<file path="src/design/priority_aging_scheduler_unit_assert.svh">
// ----------------------------------------------------------------------------
// Assertion macros for the priority aging scheduler
// Concurrent checks that become empty under synthesis.
// ----------------------------------------------------------------------------
`ifndef PRIORITY_AGING_SCHEDULER_UNIT_ASSERT_SVH
`define PRIORITY_AGING_SCHEDULER_UNIT_ASSERT_SVH

`ifndef SYNTHESIS
// condition holds at every edge outside reset
`define PASU_ASSERT_ALWAYS(lbl, clk, rst, cond, msg) \
   lbl: assert property (@(posedge clk) disable iff (rst) (cond)) else $error(msg);
// consequent holds at the edge after the antecedent
`define PASU_ASSERT_NEXT(lbl, clk, rst, ante, cons, msg) \
   lbl: assert property (@(posedge clk) disable iff (rst) (ante) |=> (cons)) else $error(msg);
`else
`define PASU_ASSERT_ALWAYS(lbl, clk, rst, cond, msg)
`define PASU_ASSERT_NEXT(lbl, clk, rst, ante, cons, msg)
`endif

`endif

</file>
<file path="src/design/pasu_pkg.sv">
// ----------------------------------------------------------------------------
// pasu_pkg
// Shared codes, types and constants of the priority aging scheduler.
// ----------------------------------------------------------------------------
`default_nettype none

package pasu_pkg;

   localparam int SLOTS_DEFAULT = 16;

   localparam int REQ_DATA_W = 16;
   localparam int RSP_DATA_W = 16;

   localparam logic signed [5:0] PRIO_MAX = 6'sd20;
   localparam logic signed [5:0] PRIO_MIN = -6'sd20;

   // func codes on the request channel
   localparam logic [2:0] FN_SET   = 3'd0;
   localparam logic [2:0] FN_ADD   = 3'd1;
   localparam logic [2:0] FN_REM   = 3'd2;
   localparam logic [2:0] FN_SCHED = 3'd3;
   localparam logic [2:0] FN_READ  = 3'd4;

   // status codes on the response channel
   localparam logic [2:0] ST_OK        = 3'd0;
   localparam logic [2:0] ST_BAD_PRIO  = 3'd1;
   localparam logic [2:0] ST_ALREADY   = 3'd2;
   localparam logic [2:0] ST_NOT_READY = 3'd3;
   localparam logic [2:0] ST_EMPTY     = 3'd4;

   typedef enum logic [2:0] {
      OP_SET,
      OP_ADD,
      OP_REM,
      OP_SCHED,
      OP_READ,
      OP_NOP
   } op_type;

   typedef struct packed {
      op_type            op;
      logic [3:0]        echo;
      logic signed [5:0] prio;
      logic              prio_bad;
   } item_type;

   typedef struct packed {
      logic [2:0]        status;
      logic signed [5:0] priority_out;
      logic              chosen_valid;
      logic [3:0]        chosen_slot;
   } rsp_type;

endpackage

`default_nettype wire

</file>
<file path="src/design/pasu_front.sv">
// ----------------------------------------------------------------------------
// pasu_front
// Decodes request items, folds the slot number and queues them (2 deep).
// ----------------------------------------------------------------------------
`default_nettype none

module pasu_front import pasu_pkg::*; #(
   parameter int SLOTS = SLOTS_DEFAULT,
   parameter int SW    = $clog2(SLOTS)
) (
   input  wire logic                  clock,
   input  wire logic                  reset,
   input  wire logic                  req_tvalid,
   output logic                       req_tready,
   input  wire logic [REQ_DATA_W-1:0] req_tdata,
   output logic                       q_valid,
   output item_type                   q_item,
   output logic [SW-1:0]              q_slot,
   input  wire logic                  q_pop
);

   item_type          item_ent_ff [2];
   logic [SW-1:0]     slot_ent_ff [2];
   logic              wr_ptr_ff, wr_ptr_in;
   logic              rd_ptr_ff, rd_ptr_in;
   logic [1:0]        cnt_ff, cnt_in;

   item_type          dec_item;
   logic [SW-1:0]     dec_slot;
   logic [2:0]        func;
   logic [3:0]        echo;
   logic signed [5:0] prio;
   logic [8:0]        fold;
   logic              push;

   assign func = req_tdata[2:0];
   assign echo = req_tdata[6:3];
   assign prio = req_tdata[12:7];

   always_comb begin
      dec_item.echo     = echo;
      dec_item.prio     = prio;
      dec_item.prio_bad = (prio > PRIO_MAX) || (prio < PRIO_MIN);
      case (func)
         FN_SET:   dec_item.op = OP_SET;
         FN_ADD:   dec_item.op = OP_ADD;
         FN_REM:   dec_item.op = OP_REM;
         FN_SCHED: dec_item.op = OP_SCHED;
         FN_READ:  dec_item.op = OP_READ;
         default:  dec_item.op = OP_NOP;
      endcase
      // slot number modulo SLOTS; at most 8 subtractions for a 4-bit value
      fold = 9'(echo);
      for (int k = 0; k < 8; k++) begin
         if (fold >= 9'(SLOTS)) begin
            fold = fold - 9'(SLOTS);
         end
      end
      dec_slot = fold[SW-1:0];
   end

   assign req_tready = (cnt_ff != 2'd2);
   assign push       = req_tvalid && req_tready;
   assign q_valid    = (cnt_ff != 2'd0);
   assign q_item     = item_ent_ff[rd_ptr_ff];
   assign q_slot     = slot_ent_ff[rd_ptr_ff];

   always_comb begin
      wr_ptr_in = push  ? !wr_ptr_ff : wr_ptr_ff;
      rd_ptr_in = q_pop ? !rd_ptr_ff : rd_ptr_ff;
      cnt_in    = cnt_ff + 2'(push) - 2'(q_pop);
   end

   always_ff @(posedge clock) begin
      if (reset) begin
         wr_ptr_ff <= 1'b0;
         rd_ptr_ff <= 1'b0;
         cnt_ff    <= 2'd0;
      end else begin
         wr_ptr_ff <= wr_ptr_in;
         rd_ptr_ff <= rd_ptr_in;
         cnt_ff    <= cnt_in;
      end
   end

   always_ff @(posedge clock) begin
      if (push) begin
         item_ent_ff[wr_ptr_ff] <= dec_item;
         slot_ent_ff[wr_ptr_ff] <= dec_slot;
      end
   end

endmodule

`default_nettype wire

</file>
<file path="src/design/pasu_back.sv">
// ----------------------------------------------------------------------------
// pasu_back
// Executes queued items against the ready list and priority memories.
// ----------------------------------------------------------------------------
`default_nettype none
`include "priority_aging_scheduler_unit_assert.svh"

module pasu_back import pasu_pkg::*; #(
   parameter int SLOTS = SLOTS_DEFAULT,
   parameter int SW    = $clog2(SLOTS),
   parameter int CW    = $clog2(SLOTS + 1)
) (
   input  wire logic          clock,
   input  wire logic          reset,
   input  wire logic          use_priority,
   input  wire logic          q_valid,
   input  wire item_type      q_item,
   input  wire logic [SW-1:0] q_slot,
   output logic               q_pop,
   output logic               rsp_tvalid,
   input  wire logic          rsp_tready,
   output rsp_type            rsp_data
);

   localparam int SWX = SW + 4;

   typedef enum logic [3:0] {
      S_IDLE, S_SCAN, S_BASE, S_RR_A, S_RR_B, S_RR_C, S_READ, S_DONE
   } state_type;

   function automatic logic [SW-1:0] pos(input logic [SW-1:0] h, input logic [CW-1:0] i);
      logic [CW:0] s;
      s = (CW+1)'(h) + (CW+1)'(i);
      if (s >= (CW+1)'(SLOTS)) begin
         s = s - (CW+1)'(SLOTS);
      end
      return s[SW-1:0];
   endfunction

   function automatic logic [3:0] to4(input logic [SW-1:0] s);
      logic [SWX-1:0] e;
      e = SWX'(s);
      return e[3:0];
   endfunction

   state_type         state_ff, state_in;
   item_type          item_ff, item_in;
   logic [SW-1:0]     slot_ff, slot_in;
   logic [SW-1:0]     head_ff, head_in;
   logic [CW-1:0]     count_ff, count_in;
   logic [SLOTS-1:0]  ready_ff, ready_in;
   logic [SLOTS-1:0]  cur_vld_ff, cur_vld_in;
   logic [SLOTS-1:0]  base_vld_ff, base_vld_in;
   logic [CW-1:0]     iss_ff, iss_in;
   logic              a_vld_ff, a_vld_in;
   logic [CW-1:0]     a_idx_ff, a_idx_in;
   logic              b_vld_ff, b_vld_in;
   logic [SW-1:0]     b_slot_ff, b_slot_in;
   logic              found_ff, found_in;
   logic              best_vld_ff, best_vld_in;
   logic [SW-1:0]     best_ff, best_in;
   logic signed [5:0] best_prio_ff, best_prio_in;
   rsp_type           res_ff, res_in;
   logic              out_vld_ff, out_vld_in;
   rsp_type           out_ff, out_in;

   // memories
   logic [SW-1:0]     order_mem [SLOTS];
   logic [SW-1:0]     order_rd_ff;
   logic signed [5:0] cur_mem [SLOTS];
   logic signed [5:0] cur_rd_ff;
   logic              cur_rvld_ff;
   logic signed [5:0] base_mem [SLOTS];
   logic signed [5:0] base_rd_ff;
   logic              base_rvld_ff;

   logic              ord_we, ord_re;
   logic [SW-1:0]     ord_waddr, ord_wdata, ord_raddr;
   logic              cur_we, cur_re;
   logic [SW-1:0]     cur_waddr, cur_raddr;
   logic signed [5:0] cur_wdata;
   logic              base_we, base_re;
   logic [SW-1:0]     base_raddr;

   logic signed [5:0] cur_val, base_val;
   logic [CW-1:0]     prev_idx;
   logic              scan_done;

   assign cur_val   = cur_rvld_ff  ? cur_rd_ff  : 6'sd0;
   assign base_val  = base_rvld_ff ? base_rd_ff : 6'sd0;
   assign prev_idx  = a_idx_ff - CW'(1);
   assign scan_done = (iss_ff == count_ff) && !a_vld_ff && !b_vld_ff;

   assign rsp_tvalid = out_vld_ff;
   assign rsp_data   = out_ff;

   always_comb begin
      state_in     = state_ff;
      item_in      = item_ff;
      slot_in      = slot_ff;
      head_in      = head_ff;
      count_in     = count_ff;
      ready_in     = ready_ff;
      cur_vld_in   = cur_vld_ff;
      base_vld_in  = base_vld_ff;
      iss_in       = iss_ff;
      a_vld_in     = 1'b0;
      a_idx_in     = a_idx_ff;
      b_vld_in     = 1'b0;
      b_slot_in    = b_slot_ff;
      found_in     = found_ff;
      best_vld_in  = best_vld_ff;
      best_in      = best_ff;
      best_prio_in = best_prio_ff;
      res_in       = res_ff;
      out_vld_in   = out_vld_ff && !rsp_tready;
      out_in       = out_ff;
      q_pop        = 1'b0;
      ord_we       = 1'b0;
      ord_waddr    = '0;
      ord_wdata    = '0;
      ord_re       = 1'b0;
      ord_raddr    = '0;
      cur_we       = 1'b0;
      cur_waddr    = '0;
      cur_wdata    = '0;
      cur_re       = 1'b0;
      cur_raddr    = '0;
      base_we      = 1'b0;
      base_re      = 1'b0;
      base_raddr   = '0;

      case (state_ff)
         S_IDLE: begin
            if (q_valid) begin
               q_pop                = 1'b1;
               item_in              = q_item;
               slot_in              = q_slot;
               res_in.chosen_slot   = q_item.echo;
               res_in.chosen_valid  = 1'b0;
               res_in.priority_out  = 6'sd0;
               res_in.status        = ST_OK;
               iss_in               = '0;
               found_in             = 1'b0;
               best_vld_in          = 1'b0;
               state_in             = S_DONE;
               case (q_item.op)
                  OP_SET: begin
                     if (q_item.prio_bad) begin
                        res_in.status = ST_BAD_PRIO;
                     end else begin
                        cur_we              = 1'b1;
                        cur_waddr           = q_slot;
                        cur_wdata           = q_item.prio;
                        base_we             = 1'b1;
                        cur_vld_in[q_slot]  = 1'b1;
                        base_vld_in[q_slot] = 1'b1;
                     end
                  end
                  OP_ADD: begin
                     if (ready_ff[q_slot] || count_ff == CW'(SLOTS)) begin
                        res_in.status = ST_ALREADY;
                     end else begin
                        ord_we           = 1'b1;
                        ord_waddr        = pos(head_ff, count_ff);
                        ord_wdata        = q_slot;
                        count_in         = count_ff + CW'(1);
                        ready_in[q_slot] = 1'b1;
                     end
                  end
                  OP_REM: begin
                     if (!ready_ff[q_slot]) begin
                        res_in.status = ST_NOT_READY;
                     end else begin
                        state_in = S_SCAN;
                     end
                  end
                  OP_SCHED: begin
                     if (count_ff == '0) begin
                        res_in.status = ST_EMPTY;
                     end else if (!use_priority) begin
                        ord_re    = 1'b1;
                        ord_raddr = head_ff;
                        state_in  = S_RR_A;
                     end else begin
                        state_in = S_SCAN;
                     end
                  end
                  OP_READ: begin
                     cur_re    = 1'b1;
                     cur_raddr = q_slot;
                     state_in  = S_READ;
                  end
                  default: begin
                  end
               endcase
            end
         end

         // list walk in order: order read, then (schedule) priority read-age-write
         S_SCAN: begin
            if (iss_ff < count_ff) begin
               ord_re    = 1'b1;
               ord_raddr = pos(head_ff, iss_ff);
               a_vld_in  = 1'b1;
               a_idx_in  = iss_ff;
               iss_in    = iss_ff + CW'(1);
            end
            if (a_vld_ff) begin
               if (item_ff.op == OP_REM) begin
                  if (order_rd_ff == slot_ff) begin
                     found_in = 1'b1;
                  end else if (found_ff) begin
                     ord_we    = 1'b1;
                     ord_waddr = pos(head_ff, prev_idx);
                     ord_wdata = order_rd_ff;
                  end
               end else begin
                  cur_re    = 1'b1;
                  cur_raddr = order_rd_ff;
                  b_vld_in  = 1'b1;
                  b_slot_in = order_rd_ff;
               end
            end
            if (b_vld_ff) begin
               if (!best_vld_ff || cur_val < best_prio_ff) begin
                  best_vld_in  = 1'b1;
                  best_in      = b_slot_ff;
                  best_prio_in = cur_val;
               end
               // age everyone; the chosen one is overwritten with its base later
               cur_we                = 1'b1;
               cur_waddr             = b_slot_ff;
               cur_wdata             = (cur_val > PRIO_MIN) ? cur_val - 6'sd1 : cur_val;
               cur_vld_in[b_slot_ff] = 1'b1;
            end
            if (scan_done) begin
               if (item_ff.op == OP_REM) begin
                  count_in          = count_ff - CW'(1);
                  ready_in[slot_ff] = 1'b0;
                  state_in          = S_DONE;
               end else begin
                  base_re    = 1'b1;
                  base_raddr = best_ff;
                  state_in   = S_BASE;
               end
            end
         end

         S_BASE: begin
            cur_we              = 1'b1;
            cur_waddr           = best_ff;
            cur_wdata           = base_val;
            cur_vld_in[best_ff] = 1'b1;
            res_in.chosen_slot  = to4(best_ff);
            res_in.chosen_valid = 1'b1;
            state_in            = S_DONE;
         end

         S_RR_A: begin
            ord_we    = 1'b1;
            ord_waddr = pos(head_ff, count_ff);
            ord_wdata = order_rd_ff;
            head_in   = pos(head_ff, CW'(1));
            state_in  = S_RR_B;
         end

         S_RR_B: begin
            ord_re    = 1'b1;
            ord_raddr = head_ff;
            state_in  = S_RR_C;
         end

         S_RR_C: begin
            res_in.chosen_slot  = to4(order_rd_ff);
            res_in.chosen_valid = 1'b1;
            state_in            = S_DONE;
         end

         S_READ: begin
            res_in.priority_out = cur_val;
            state_in            = S_DONE;
         end

         S_DONE: begin
            if (!out_vld_ff || rsp_tready) begin
               out_vld_in = 1'b1;
               out_in     = res_ff;
               state_in   = S_IDLE;
            end
         end

         default: begin
            state_in = S_IDLE;
         end
      endcase
   end

   always_ff @(posedge clock) begin
      if (reset) begin
         state_ff    <= S_IDLE;
         head_ff     <= '0;
         count_ff    <= '0;
         ready_ff    <= '0;
         cur_vld_ff  <= '0;
         base_vld_ff <= '0;
         a_vld_ff    <= 1'b0;
         b_vld_ff    <= 1'b0;
         out_vld_ff  <= 1'b0;
      end else begin
         state_ff    <= state_in;
         head_ff     <= head_in;
         count_ff    <= count_in;
         ready_ff    <= ready_in;
         cur_vld_ff  <= cur_vld_in;
         base_vld_ff <= base_vld_in;
         a_vld_ff    <= a_vld_in;
         b_vld_ff    <= b_vld_in;
         out_vld_ff  <= out_vld_in;
      end
      item_ff      <= item_in;
      slot_ff      <= slot_in;
      iss_ff       <= iss_in;
      a_idx_ff     <= a_idx_in;
      b_slot_ff    <= b_slot_in;
      found_ff     <= found_in;
      best_vld_ff  <= best_vld_in;
      best_ff      <= best_in;
      best_prio_ff <= best_prio_in;
      res_ff       <= res_in;
      out_ff       <= out_in;
   end

   always_ff @(posedge clock) begin
      if (ord_we) begin
         order_mem[ord_waddr] <= ord_wdata;
      end
      if (ord_re) begin
         order_rd_ff <= order_mem[ord_raddr];
      end
   end

   always_ff @(posedge clock) begin
      if (cur_we) begin
         cur_mem[cur_waddr] <= cur_wdata;
      end
      if (cur_re) begin
         cur_rd_ff   <= cur_mem[cur_raddr];
         cur_rvld_ff <= cur_vld_ff[cur_raddr];
      end
   end

   always_ff @(posedge clock) begin
      if (base_we) begin
         base_mem[q_slot] <= q_item.prio;
      end
      if (base_re) begin
         base_rd_ff   <= base_mem[base_raddr];
         base_rvld_ff <= base_vld_ff[base_raddr];
      end
   end

   `PASU_ASSERT_ALWAYS(a_count_range, clock, reset, count_ff <= CW'(SLOTS), "ready count exceeds slot count")
   `PASU_ASSERT_ALWAYS(a_count_match, clock, reset, $countones(ready_ff) == 32'(count_ff), "ready flags disagree with count")
   `PASU_ASSERT_ALWAYS(a_head_range, clock, reset, 32'(head_ff) < SLOTS, "head position out of range")
   `PASU_ASSERT_NEXT(a_pop_leaves_idle, clock, reset, q_pop, state_ff != S_IDLE, "item popped but sequencer stayed idle")

endmodule

`default_nettype wire

</file>
<file path="src/design/priority_aging_scheduler_unit.sv">
// Priority aging scheduler.
// Request channel req_*: one item carries func, task_slot and new_priority.
// Response channel rsp_*: exactly one item per request, in request order,
// with chosen_slot, chosen_valid, priority_out and status.
// csr_wen/csr_wdata write use_priority (0 round robin, 1 priority with aging);
// write it only while no request is in flight.
// Remove and priority schedule walk the whole ready list in order; the list walk
// reads one list entry per cycle from the order memory. One item is executed at
// a time: the back end takes the next queued item only once the response of the
// last one has been handed to the output register.
// A 2-deep queue in front keeps accepting while the back end works or a
// response is stalled; req_tready drops when the queue is full.
// Reset (synchronous) empties the list, clears all priorities to 0 and
// selects round robin. When rsp_tready is low the response holds.
// ----------------------------------------------------------------------------
// priority_aging_scheduler_unit
// Top level: configuration register, request front end, execution back end.
// ----------------------------------------------------------------------------
`default_nettype none

module priority_aging_scheduler_unit import pasu_pkg::*; #(
   parameter int SLOTS = SLOTS_DEFAULT
) (
   input  wire logic                  clock,
   input  wire logic                  reset,
   input  wire logic                  csr_wen,
   input  wire logic                  csr_wdata,
   input  wire logic                  req_tvalid,
   output logic                       req_tready,
   // func[2:0], task_slot[6:3], new_priority[12:7], zero [15:13]
   input  wire logic [REQ_DATA_W-1:0] req_tdata,
   output logic                       rsp_tvalid,
   input  wire logic                  rsp_tready,
   // chosen_slot[3:0], chosen_valid[4], priority_out[10:5], status[13:11], zero [15:14]
   output logic [RSP_DATA_W-1:0]      rsp_tdata
);

   localparam int SW = $clog2(SLOTS);
   localparam int CW = $clog2(SLOTS + 1);

   logic          use_priority_ff;
   logic          q_valid;
   item_type      q_item;
   logic [SW-1:0] q_slot;
   logic          q_pop;
   rsp_type       rsp_data;

   always_ff @(posedge clock) begin
      if (reset) begin
         use_priority_ff <= 1'b0;
      end else if (csr_wen) begin
         use_priority_ff <= csr_wdata;
      end
   end

   pasu_front #(
      .SLOTS (SLOTS),
      .SW    (SW)
   ) u_front (
      .clock      (clock),
      .reset      (reset),
      .req_tvalid (req_tvalid),
      .req_tready (req_tready),
      .req_tdata  (req_tdata),
      .q_valid    (q_valid),
      .q_item     (q_item),
      .q_slot     (q_slot),
      .q_pop      (q_pop)
   );

   pasu_back #(
      .SLOTS (SLOTS),
      .SW    (SW),
      .CW    (CW)
   ) u_back (
      .clock        (clock),
      .reset        (reset),
      .use_priority (use_priority_ff),
      .q_valid      (q_valid),
      .q_item       (q_item),
      .q_slot       (q_slot),
      .q_pop        (q_pop),
      .rsp_tvalid   (rsp_tvalid),
      .rsp_tready   (rsp_tready),
      .rsp_data     (rsp_data)
   );

   assign rsp_tdata = {2'b00, rsp_data.status, rsp_data.priority_out,
                       rsp_data.chosen_valid, rsp_data.chosen_slot};

endmodule

`default_nettype wire
</file>
<file path="config.mk">
export PLATFORM = sky130hd
export DESIGN_NAME = priority_aging_scheduler_unit
export DESIGN_NICKNAME = d
export VERILOG_FILES = /design/src/design/pasu_pkg.sv /design/src/design/pasu_front.sv /design/src/design/pasu_back.sv /design/src/design/priority_aging_scheduler_unit.sv
export VERILOG_INCLUDE_DIRS = /design/src /design/src/design
export SDC_FILE = /design/constraint.sdc
export NUM_CORES = 1
export LEC_CHECK = 0
export ABC_AREA = 1
export BUFFER_PORTS_ARGS = -buffer_cell sky130_fd_sc_hd__buf_2
export CORE_MARGIN = 2
export CORE_UTILIZATION = 57
export DETAILED_ROUTE_END_ITERATION = 10
export GPL_TIMING_DRIVEN = 0
export PLACE_DENSITY = 0.86
export SLEW_MARGIN = 20
export SYNTH_ARGS = -nofsm -noshare
export SYNTH_HDL_FRONTEND = slang
export SYNTH_SLANG_ARGS = --single-unit
export TNS_END_PERCENT = 1
</file>
<file path="constraint.sdc">
create_clock -name clock -period 2.4 [get_ports clock]
set_clock_uncertainty 0.15 [all_clocks]
set_input_delay 0.48 -clock clock [delete_from_list [all_inputs] [get_ports clock]]
set_output_delay 0.48 -clock clock [all_outputs]
set_load 0.005 [all_outputs]
</file>
==> flow_summary_export.csv <==
group,metric,value,unit
setup_path,startpoint_type,"register",
routing,drt_iter0_drc,2309,
synth,synth.largest_area_cell,"edfxtp_1",
clock_network,cts_buffers,43,
clock_network,cts_tree,"yes",
clock_network,clk_pin_slew_worst_paths,0.06,ns
placement,pre_cts_ws,-0.900,ns
setup_path,critical_path.max_fanout,10,
floorplanning,fp.dieArea,36400,µm²
setup_path,critPathBufInv,1,
synth,synth_ff_type,"edfxtp_1",
routing,via_per_inst,6.11,
floorplanning,fp.dieH,191,µm
routing,antenna_left,0,
grt,grt_pass1_vias,14900,
status,outcome,"finished, violations left",
routing,via_count,15700,
timing,drv_slew,0,
synth,ys_types,51,
synth,synth_edf_count,362,
synth,synth_top_family_by_area,"simple AND/OR/NAND/NOR gates",
clock_network,htree_levels,2,
synth,syn_area,19900,µm²
grt,track_usage,28.4,%
grt,antenna_found_initial,0,
setup_path,path_cells,"ha_4 -> a21o_1 -> nor2_1 -> nand3_1 -> or2_2 -> nand2_2 -> buf_2 -> nand3_1 -> nand3_1 -> nand3_1 -> nand2_1",
setup_path,critPathSlowestCell,"edfxtp_1",
floorplanning,start_util,57.7,%
hold_path,min-delay-start,"req_tdata[10]",
power,powerDensity,987,nW/µm²
setup_path,r2r_slack,-0.64,ns
routing,wl_per_cell,21.2,µm
synth,async_flop_share,0,%
setup_path,ff2ff_path_depth,11,
hold_path,hold_class,"input pin to register",
grt,gr-usage-met2,47.5,%
setup_path,worstSetupPathType,"register to register",
cells_and_area,layout.cells.non_filler,2564,
power,power,0.0234,W
synth,synth_area_leaders,"edfxtp_1 55%, dfxtp_1 7.0%, nand2_1 6.2%",
clock_network,clock_path_buffers,3,
synth,synth-simple-area-share,19.3,%
cells_and_area,fin_nets,2129,
synth,synth_fa_ha_area_share,2.23,%
grt,grt-ovfl-total,0,
timing,fmax,329,MHz
cells_and_area,final_common_cell,"edfxtp_1",
cells_and_area,drive_above_1_share,23.2,%
timing,period_share,127,%
setup_path,worstReg2RegEnd,"u_back.order_rd_ff[1]$_DFFE_PP_",
timing,slew_headroom,37.4,%
hold_path,min_path_cells,1,
timing,worst_pin_slew,0.939,ns
timing,min_period,3.04,ns
grt,met3_usage,5.04,%
cells_and_area,area_delta_synth_final,19.1,%
synth,synth-xor-area-share,0.925,%
grt,grt_pass1_wl,79.5,mm
setup_path,required,2.66,ns
placement,place_inst,2424,
floorplanning,fp.dieW,191,µm
setup_path,cp_data_arrival_time,3.30,ns
floorplanning,core_area,34500,µm²
synth,synth_warnings,0,
synth,synth_compound_area_share,8.32,%
status,failed_checks,"setup timing",
clock_network,cts.sinks,431,
synth,synth_area_per_cell,10.3,µm²
synth,synthMuxAreaShare,0,%
timing,finalSetupTns,-81.54,ns
grt,grt_max_degree,18,
setup_path,critPathMaxStageDelay,0.45,ns
floorplanning,rows,68,
setup_path,cp_common_cell,"nand3_1",
timing,hold_viol,0,
grt,grt_util_met1,36.2,%
cells_and_area,layout_common_cells,"362 x edfxtp_1, 292 x nand2_1, 231 x inv_1",
clock_network,clockRootBuffer,"clkbuf_16",
routing,dr.pass1.iters,9,
power,p_leak,9.34,nW
placement,port_buffers,34,
setup_path,cpLargestDelayFamily,"simple AND/OR/NAND/NOR gates",
power,ir_drop,0.745,mV
flow_run,maxCapViolCount,0,
synth,synth_seq_area_share,61.6,%
placement,hpwl,32.7,mm
placement,gp_congestion,0.948,
cells_and_area,diodes,0,
clock_network,clock_latency,0.56,ns
setup_path,cp-end-kind,"register",
hold_path,whs_endpoint,"u_front.item_ent_ff[0][4]$_DFFE_PP_",
floorplanning,num_io_pins,40,
grt,busiest_layer,"met2",
timing,rsz0062_at_grt,"yes",
timing,setup_violations,291,
synth,synth_seq_cells,431,
synth,yosysTopAreaCellShare,54.7,%
routing,route.detailed.drc,0,
routing,routed_wl,54.4,mm
timing,worst_slack,-0.637,ns
synth,syn_inst,1931,
setup_path,rr_startpoint,"u_back.iss_ff[4]$_SDFFCE_PN0P_",
synth_stat cells (8+ instances only):
library cell	number
nand2_2	15
nor2_2	9
xnor2_1	8
or2_2	60
o221ai_1	26
nor2_1	174
xor2_1	13
clkbuf_1	32
nor3_1	14
o211ai_1	92
nand4_1	42
buf_6	8
o21ai_1	19
inv_1	260
o21ai_0	35
edfxtp_1	362
nand3_1	170
ha_1	29
dfxtp_1	69
nand2_1	329
a21oi_1	38
inv_2	21
buf_2	27
final cells by class:
class / count / area [µm²]
fill: 2206 / 10800
timing repair buffer: 100 / 734
sequential: 431 / 12300
clock buffer: 56 / 1190
buffer: 73 / 558
tap: 455 / 569
inverter: 282 / 1100
multi-input combinational: 1143 / 7010
clock inverter: 24 / 235
report_power, final:
group          switching, W  internal, W
registers          0.000442      0.00931
logic               0.00467      0.00216
clock network       0.00284      0.00394
total               0.00795       0.0154
how the worst max path moves through the flow:
| stage | from | end | slack (ns) | depth (start not counted) |
|---|---|---|---|---|
| after detailed placement | u_back.state_ff[2]$_SDFFE_PP0P_ | u_back.cur_mem[15][1]$_DFFE_PP_ | -0.90 | 8 |
| after CTS | u_back.iss_ff[4]$_SDFFCE_PN0P_ | u_back.base_rd_ff[2]$_DFFE_PP_ | -0.38 | 13 |
| after global routing | u_back.iss_ff[4]$_SDFFCE_PN0P_ | u_back.order_rd_ff[1]$_DFFE_PP_ | -0.70 | 11 |
| final | u_back.iss_ff[4]$_SDFFCE_PN0P_ | u_back.order_rd_ff[1]$_DFFE_PP_ | -0.64 | 11 |
| after floorplan | u_back.iss_ff[2]$_SDFFCE_PN0P_ | u_back.base_rd_ff[0]$_DFFE_PP_ | -0.14 | 12 |
| after global placement | register | u_back.order_mem[1][3]$_DFFE_PP_ | -1.07 | 13 |
state kept, by name, indices dropped and copies added (netlist names), 6 cells and up, named ones only:
register and count:
u_back.order_mem 64, u_back.base_mem 96, u_back.base_rd_ff 6, u_back.rsp_data 14
u_back.cur_rd_ff 6, u_back.ready_ff 16, u_front.item_ent_ff 28, u_back.cur_vld_ff 16
u_back.res_ff 14, u_back.best_prio_ff 6, u_back.cur_mem 96, u_back.base_vld_ff 16
metal layers:
layer	up-vias	wire, µm
li1	6889	-
met1	7329	19200
met2	1173	26000
met3	285	6220
met4	0	2970
met5	-	0
timing repair:
| item | 4_1_cts | 5_1_grt |
|---|---|---|
| pin swaps | 45 | 46 |
| buffers inserted | 30 | 25 |
| cloned | 4 | 0 |
| gates resized for setup | 122 | 102 |
| endpoints found under the setup margin | 506 | 490 |
| hold buffers | 7 | 0 |
| endpoints found under the hold margin | 14 | 0 |
stage by stage:
| step | util, % | area, µm² | hold slack [ns] |
|---|---|---|---|
| after floorplan | - | 20200 | 0.250 |
| after global placement | 60.6 | 20900 | 0.255 |
| after detailed placement | 60.8 | 21000 | 0.255 |
| after CTS | 67.3 | 23200 | 0.00251 |
| after global routing | 68.7 | 23700 | 0.00301 |
| final | 68.7 | 23700 | 0.0100 |
cell families (layout without fill, tap and decap cells):
group	after synthesis	count (layout)
AOI/OAI and AO/OA	243	243
xor gates and xnor gates	21	21
adders and majority gates	33	33
buffers and inverters	361	535
DFF	431	431
other	1	2
and+or+nand+nor	841	844
(Power assumes the default switching activity.)
